--- config.mk ---
export PLATFORM = sky130hd
export DESIGN_NAME = hid_report_serial_framer_flat
export DESIGN_NICKNAME = d
export VERILOG_FILES = /design/src/rtl/core/hrsf_pkg.sv /design/src/rtl/core/hrsf_if.sv /design/src/rtl/core/hrsf_report_state.sv /design/src/rtl/core/hid_report_serial_framer.sv /design/src/flat_wrapper.sv
export SDC_FILE = /design/constraint.sdc
export NUM_CORES = 1
export LEC_CHECK = 0
export BUFFER_PORTS_ARGS = -buffer_cell sky130_fd_sc_hd__buf_2
export CORE_ASPECT_RATIO = 1.4
export CORE_MARGIN = 2
export CORE_UTILIZATION = 61
export CTS_CLUSTER_SIZE = 10
export DETAILED_ROUTE_END_ITERATION = 10
export PLACE_DENSITY = 0.78
export SYNTH_ARGS = -nofsm -noshare
export SYNTH_HDL_FRONTEND = slang
export SYNTH_HIERARCHICAL = 1
export SYNTH_SLANG_ARGS = --single-unit
--- constraint.sdc ---
create_clock -name clk -period 9 [get_ports clk]
set_input_delay 0 -clock clk [delete_from_list [all_inputs] [get_ports clk]]
set_output_delay 0 -clock clk [all_outputs]
set_load 0.005 [all_outputs]
--- src/rtl/core/hrsf_pkg.sv ---
// HID report serial framer: shared types and frame constants.
// No dependencies; imported by every module of the block.
package hrsf_pkg;

  typedef enum logic [2:0] {
    KIND_KEY_PRESS       = 3'd0,
    KIND_KEY_RELEASE     = 3'd1,
    KIND_KEY_RELEASE_ALL = 3'd2,
    KIND_MOUSE_PRESS     = 3'd3,
    KIND_MOUSE_RELEASE   = 3'd4,
    KIND_MOUSE_REL_ALL   = 3'd5
  } kind_t;

  typedef struct packed {
    logic       apply;
    kind_t      kind;
    logic [7:0] code;
  } key_evt_t;

  localparam logic [7:0] HDR0       = 8'h57;
  localparam logic [7:0] HDR1       = 8'hAB;
  localparam logic [7:0] ADDR       = 8'h00;
  localparam logic [7:0] CMD_KBD    = 8'h02;
  localparam logic [7:0] CMD_MOUSE  = 8'h05;
  localparam logic [7:0] MOUSE_LEN  = 8'h05;
  localparam logic [7:0] MOUSE_FLAG = 8'h01;

  // header bytes plus report bytes, checksum excluded
  localparam int MOUSE_BODY = 10;

endpackage

--- src/rtl/core/hrsf_if.sv ---
// HID report serial framer: valid/ready channel interfaces.
// Event channel (kind, code) and frame byte channel (frame_byte, last_byte).
interface hrsf_ev_if;
  logic       valid;
  logic       ready;
  logic [2:0] kind;
  logic [7:0] code;
  modport source (output valid, kind, code, input ready);
  modport sink   (input valid, kind, code, output ready);
endinterface

interface hrsf_frame_if;
  logic       valid;
  logic       ready;
  logic [7:0] frame_byte;
  logic       last_byte;
  modport source (output valid, frame_byte, last_byte, input ready);
  modport sink   (input valid, frame_byte, last_byte, output ready);
endinterface

--- src/rtl/core/hrsf_report_state.sv ---
// HID report serial framer: key slot table and mouse button mask.
// Depends on hrsf_pkg; gives the post-event state to the frame builder.
module hrsf_report_state #(
  parameter int KEY_SLOT_COUNT = 6
) (
  input  logic            clk,
  input  logic            rst,
  input  hrsf_pkg::key_evt_t evt,
  output logic [7:0]      slots_next [KEY_SLOT_COUNT],
  output logic [7:0]      buttons_next
);
  import hrsf_pkg::*;

  logic [7:0] slots [KEY_SLOT_COUNT];
  logic [7:0] buttons;
  logic       held;
  logic       placed;

  always_comb begin
    held   = 1'b0;
    placed = 1'b0;
    for (int i = 0; i < KEY_SLOT_COUNT; i++) begin
      slots_next[i] = slots[i];
      if (slots[i] == evt.code) held = 1'b1;
    end
    buttons_next = buttons;
    unique case (evt.kind)
      KIND_KEY_PRESS: begin
        if (evt.code != 8'd0 && !held) begin
          for (int i = 0; i < KEY_SLOT_COUNT; i++) begin
            if (!placed && slots[i] == 8'd0) begin
              slots_next[i] = evt.code;
              placed        = 1'b1;
            end
          end
        end
      end
      KIND_KEY_RELEASE: begin
        if (evt.code != 8'd0) begin
          for (int i = 0; i < KEY_SLOT_COUNT; i++)
            if (slots[i] == evt.code) slots_next[i] = 8'd0;
        end
      end
      KIND_KEY_RELEASE_ALL: begin
        for (int i = 0; i < KEY_SLOT_COUNT; i++) slots_next[i] = 8'd0;
      end
      KIND_MOUSE_PRESS:   buttons_next = buttons | evt.code;
      KIND_MOUSE_RELEASE: buttons_next = buttons & ~evt.code;
      KIND_MOUSE_REL_ALL: buttons_next = 8'd0;
      default: ;
    endcase
  end

  always_ff @(posedge clk) begin
    if (rst) begin
      for (int i = 0; i < KEY_SLOT_COUNT; i++) slots[i] <= 8'd0;
      buttons <= 8'd0;
    end else if (evt.apply) begin
      for (int i = 0; i < KEY_SLOT_COUNT; i++) slots[i] <= slots_next[i];
      buttons <= buttons_next;
    end
  end

endmodule

--- src/rtl/core/hid_report_serial_framer.sv ---
// HID report serial framer: top level, input register and byte serializer.
// Depends on hrsf_pkg, hrsf_if and hrsf_report_state.
//
// Usage:
//   ev    : one item per keyboard or mouse event (kind, code).
//   frame : one item per frame byte; last_byte marks the checksum byte.
// Every keyboard event gives a frame of KEY_SLOT_COUNT + 8 bytes, every mouse
// event a frame of 11 bytes; kinds 6 and 7 are taken and dropped silently.
// Path: a taken item waits in the input register until the serializer is free,
// is loaded into the frame buffer, and its bytes then pass the output register.
// Throughput: one frame byte per cycle out of the output register while
// frame.ready is high; the next frame is loaded in the cycle its
// predecessor's checksum byte moves out.
// One further item waits in the input register while a frame is sent.
// Stall: while frame.ready is low the output byte holds and the serializer
// stops; ev.ready drops while the input register is full and cannot load.
// Reset: clears the key slots, the button mask and all valid state.
module hid_report_serial_framer #(
  parameter int KEY_SLOT_COUNT = 6
) (
  input logic           clk,
  input logic           rst,
  hrsf_ev_if.sink       ev,
  hrsf_frame_if.source  frame
);
  import hrsf_pkg::*;

  localparam int FRAME_BODY = KEY_SLOT_COUNT + 7;
  localparam int BUF_DEPTH  = (FRAME_BODY > MOUSE_BODY) ? FRAME_BODY : MOUSE_BODY;
  localparam int REM_W      = $clog2(BUF_DEPTH + 2);

  logic              a_valid;
  kind_t             a_kind;
  logic [7:0]        a_code;

  logic [7:0]        buf_q [BUF_DEPTH];
  logic [7:0]        frame_bytes [BUF_DEPTH];
  logic [7:0]        sum;
  logic [REM_W-1:0]  rem;
  logic [REM_W-1:0]  rem_next;
  logic [REM_W-1:0]  load_rem;

  logic              o_valid;
  logic [7:0]        o_byte;
  logic              o_last;

  logic              out_adv;
  logic              push;
  logic              load_ok;
  logic              is_kbd;
  logic              is_mouse;
  logic              load;

  key_evt_t          evt;
  logic [7:0]        slots_next [KEY_SLOT_COUNT];
  logic [7:0]        buttons_next;

  assign out_adv  = !o_valid || frame.ready;
  assign push     = out_adv && (rem != '0);
  assign load_ok  = (rem == '0) || ((rem == REM_W'(1)) && out_adv);
  assign is_kbd   = (a_kind == KIND_KEY_PRESS) || (a_kind == KIND_KEY_RELEASE) ||
                    (a_kind == KIND_KEY_RELEASE_ALL);
  assign is_mouse = (a_kind == KIND_MOUSE_PRESS) || (a_kind == KIND_MOUSE_RELEASE) ||
                    (a_kind == KIND_MOUSE_REL_ALL);
  assign load     = a_valid && load_ok && (is_kbd || is_mouse);
  assign ev.ready = !a_valid || load_ok;

  assign evt.apply = load;
  assign evt.kind  = a_kind;
  assign evt.code  = a_code;

  hrsf_report_state #(
    .KEY_SLOT_COUNT(KEY_SLOT_COUNT)
  ) u_state (
    .clk          (clk),
    .rst          (rst),
    .evt          (evt),
    .slots_next   (slots_next),
    .buttons_next (buttons_next)
  );

  always_comb begin
    for (int i = 0; i < BUF_DEPTH; i++) frame_bytes[i] = 8'd0;
    frame_bytes[0] = HDR0;
    frame_bytes[1] = HDR1;
    frame_bytes[2] = ADDR;
    if (is_kbd) begin
      frame_bytes[3] = CMD_KBD;
      frame_bytes[4] = 8'(KEY_SLOT_COUNT + 2);
      for (int i = 0; i < KEY_SLOT_COUNT; i++) frame_bytes[7 + i] = slots_next[i];
      load_rem = REM_W'(FRAME_BODY + 1);
    end else begin
      frame_bytes[3] = CMD_MOUSE;
      frame_bytes[4] = MOUSE_LEN;
      frame_bytes[5] = MOUSE_FLAG;
      frame_bytes[6] = buttons_next;
      load_rem = REM_W'(MOUSE_BODY + 1);
    end
  end

  always_comb begin
    rem_next = push ? rem - REM_W'(1) : rem;
    if (load) rem_next = load_rem;
  end

  always_ff @(posedge clk) begin
    if (rst) begin
      a_valid <= 1'b0;
      o_valid <= 1'b0;
      rem     <= '0;
    end else begin
      if (ev.ready) a_valid <= ev.valid;
      if (out_adv) o_valid <= (rem != '0);
      rem <= rem_next;
    end
  end

  always_ff @(posedge clk) begin
    if (ev.valid && ev.ready) begin
      a_kind <= kind_t'(ev.kind);
      a_code <= ev.code;
    end
    if (push) begin
      o_byte <= (rem == REM_W'(1)) ? sum : buf_q[0];
      o_last <= (rem == REM_W'(1));
    end
    if (load) begin
      for (int i = 0; i < BUF_DEPTH; i++) buf_q[i] <= frame_bytes[i];
      sum <= 8'd0;
    end else if (push && rem != REM_W'(1)) begin
      for (int i = 0; i < BUF_DEPTH - 1; i++) buf_q[i] <= buf_q[i + 1];
      buf_q[BUF_DEPTH - 1] <= 8'd0;
      sum <= sum + buf_q[0];
    end
  end

  assign frame.valid      = o_valid;
  assign frame.frame_byte = o_byte;
  assign frame.last_byte  = o_last;

endmodule

--- src/flat_wrapper.sv ---
// flat-port wrapper written by rule: the top's interface ports become plain ports
module hid_report_serial_framer_flat import hrsf_pkg::*;
#(
  parameter int KEY_SLOT_COUNT = 6
)
  (clk, rst, ev_valid, ev_kind, ev_code, ev_ready, frame_valid, frame_frame_byte, frame_last_byte, frame_ready);
  hrsf_ev_if ev_i ();
  hrsf_frame_if frame_i ();
  input logic clk;
  input logic rst;
  input wire logic [$bits(ev_i.valid)-1:0] ev_valid;
  input wire logic [$bits(ev_i.kind)-1:0] ev_kind;
  input wire logic [$bits(ev_i.code)-1:0] ev_code;
  output wire logic [$bits(ev_i.ready)-1:0] ev_ready;
  output wire logic [$bits(frame_i.valid)-1:0] frame_valid;
  output wire logic [$bits(frame_i.frame_byte)-1:0] frame_frame_byte;
  output wire logic [$bits(frame_i.last_byte)-1:0] frame_last_byte;
  input wire logic [$bits(frame_i.ready)-1:0] frame_ready;
  assign ev_i.valid = ev_valid;
  assign ev_i.kind = ev_kind;
  assign ev_i.code = ev_code;
  assign ev_ready = ev_i.ready;
  assign frame_valid = frame_i.valid;
  assign frame_frame_byte = frame_i.frame_byte;
  assign frame_last_byte = frame_i.last_byte;
  assign frame_i.ready = frame_ready;
  hid_report_serial_framer #(.KEY_SLOT_COUNT(KEY_SLOT_COUNT)) u_core (.clk(clk), .rst(rst), .ev(ev_i), .frame(frame_i));
endmodule
==> out/metrics.cfg <==
[status]
outcome=completed

[worst_setup_path]
cp_max_fo=29
end_kind=flop
rr_worst_depth=7
start_kind=flop
r2r-end=u_core/u_state/slots[2][2]$_SDFFCE_PN0P_
r2r_slack_ns=5.54
path_class=reg2reg
crit_chain=nand2_1 -> nand4b_1 -> buf_4 -> inv_1 -> nand2b_1 -> nor2_1 -> a22o_1
slowest_stage=nand2b_1
worst_ep_arrival_time_ns=3.65
slowest_delay_ns=0.85
required_ns=9.19
r2r_start=u_core/a_kind[2]$_DFFE_PP_

[synth]
syn_area_per_cell_sq_um=10.9
yosysTopAreaCell=edfxtp_1
ys_ff_latch=194
yosys_warnings=6
yosysTopAreaCellShare_pct=51.9
yosysMostFrequentCell=edfxtp_1
synth_cell_types=61
synth_edf_count=172
synth_common_cells=edfxtp_1, nand2_1, nand3_1
ys_seq_area_share_pct=56.3
synthesis.area_sq_um=9950
netlist_instances=909
synth_fp_nets=934
synthFlopType=edfxtp_1
async_flop_share_pct=0
synth_area_leaders=edfxtp_1, nand2_1, dfxtp_1, a22o_1, nand3_1

[final_layout]
final_net_count=936
syn_to_final_growth_pct=8.99
diodes=0
instances_no_fill=1123
drive_gt1_share_pct=9.96

[drt]
drtIter0Drc=759
ant_nets=0
drcViolationCount=0
vias_per_cell=6.42
wire_per_inst_microns=20.6
firstDrtPassIters=5
vias=7207
finalWirelength_mm=23.1

[sta]
hold_viol=0
period_share_pct=38.5
fin_crit_ns=3.46
skew_ns=0.00762
setup_ws_ns=5.54
holdWs_ns=0.266
rsz0062_at_grt=no
slew_headroom_pct=16.1
fmax_mhz=289
max_slew.worst_pin.slew_ns=1.26
fin_setup_tns_ns=0
setup_violations=0
timing.final.max_slew_violations=0

[pwr]
fin_total_pwr_mw=3.66
power.leakage_nw=4.19
ir_worst_vdd_mv=0.491
power_density_nw_per_um2=337

[global_routing]
overflow=0
grt_max_degree=81
grt_antenna_before_repair=0
grt_pass1_wl_mm=36.5
grt_usage_pct=27.2
grt_pass1_vias=6945

[cts]
clk_latency_ns=0.44
cts_tree=built
clk_pin_slew_worst_paths_ns=0.07
post_cts_buffers=0
cts-root-buf=clkbuf_16
numCtsBuffers=17
clockBufferDepth=2
numClockSinks=194
cts_htree_levels=4

[floorplanning]
pin_count=26
fp.dieH_microns=155
initial_core_util_pct=61.8
coreArea_sq_um=16100
die_w_microns=112
rows=55
dieArea_sq_um=17400

[place]
dp_slack_ns=5.64
placed_cells=1075
gp_congestion=0.937
hpwl_mm=14.7
portBuffers=25

[worst_hold_path]
hold_depth=2
hold_class=in2reg
min_from=ev_kind[1]
hold_path_end=u_core/a_kind[1]$_DFFE_PP_

[flow_run]
max_cap_viol_count=0

-- area by class of cell --
cell class	instances	area (sq um)
clock buffer	19	443
clock inverter	13	174
fill	1215	5260
inverter	18	67.6
multi-input combinational	627	3930
sequential	194	5610
tap	199	249
timing repair buffer	53	375
-- report_power, final --
group	leakage [nW]	switching [mW]	internal, mW
combinational	1.97	0.749	0.414
clock	0.292	0.340	0.450
sequential	1.92	0.183	1.52
total	4.19	1.27	2.38
-- state kept, by name, summed over array words and instances (netlist names) --
name,cells
u_core/rem,4
u_core/frame.valid,1
u_core/u_state/buttons,8
u_core/frame.frame_byte,8
u_core/sum,8
u_core/a_valid,1
u_core/buf_q,104
u_core/a_code,8
u_core/frame.last_byte,1
u_core/a_kind,3
u_core/u_state/slots,48
-- per-layer routing --
layer	track usage, %	up-vias	share of wire, %
met2	49.1	358	53
li1	-	3324	-
met1	31.4	3462	37
met3	5.03	63	6.3
met5	0	-	0
met4	12.3	0	3.5
-- worst max path at each step --
stage                               startpoint                                       end  slack [ns]  cells past startpoint
CTS                 u_core/rem[0]$_SDFFE_PP0P_  u_core/u_state/slots[2][2]$_SDFFCE_PN0P_        5.63                      9
detailed placement  u_core/a_kind[2]$_DFFE_PP_  u_core/u_state/slots[2][2]$_SDFFCE_PN0P_        5.64                      7
floorplan           u_core/rem[0]$_SDFFE_PP0P_          u_core/buf_q[0][0]$_SDFFCE_PN1P_        5.00                      7
finish              u_core/a_kind[2]$_DFFE_PP_  u_core/u_state/slots[2][2]$_SDFFCE_PN0P_        5.54                      7
global route        u_core/a_kind[2]$_DFFE_PP_  u_core/u_state/slots[0][3]$_SDFFCE_PN0P_        5.32                     10
global placement    u_core/a_kind[2]$_DFFE_PP_  u_core/u_state/slots[2][2]$_SDFFCE_PN0P_        5.64                      7
-- placed cells by master (no fill, tap or decap), types with 10 or more instances in the layout --
master	count
edfxtp_1	172
nand2_1	145
nand3_1	64
and2_1	43
a21oi_1	42
a22o_1	38
nor2_1	36
xor2_1	35
o21ai_0	33
buf_2	25
dfxtp_1	22
inv_1	18
xnor2_1	18
clkbuf_16	17
and3_1	17
dlygate4sd3_1	16
a32o_1	16
nand2b_1	14
buf_4	12
nor4_1	10
-- metrics by stage --
stage,util (%),cell area [sq um]
after floorplan,-,9950
after global routing,67.4,10800
final,67.4,10800
after detailed placement,62.5,10100
after CTS,67.4,10800
after global placement,62.5,10100
-- logic make-up after synthesis --
kind of cell / after synthesis / synth area share, %
buffers and inverters: 88 / 4.43
and+or+nand+nor: 368 / 18.5
muxes: 14 / 1.48
AOI/OAI and AO/OA: 182 / 13.3
xor gates and xnor gates: 53 / 4.66
adders and majority gates: 10 / 1.33
DFF: 194 / 56.3
-- timing repair --
action                                 in CTS  in global routing
endpoints found under the hold margin      24                  0
hold buffers                               16                  0
gates resized for setup                     0                  0
-- worst max-delay path: cells and delay by family, from the launching register on --
| kind | cells | cell delay, ns |
|---|---|---|
| AO/OA/AOI/OAI | 1 | 0.30 |
| buffers and inverters | 2 | 0.71 |
| AND/OR/NAND/NOR | 4 | 1.37 |
| flip-flops | 1 | 0.81 |
Note: power is estimated with default switching activity, not from simulation.
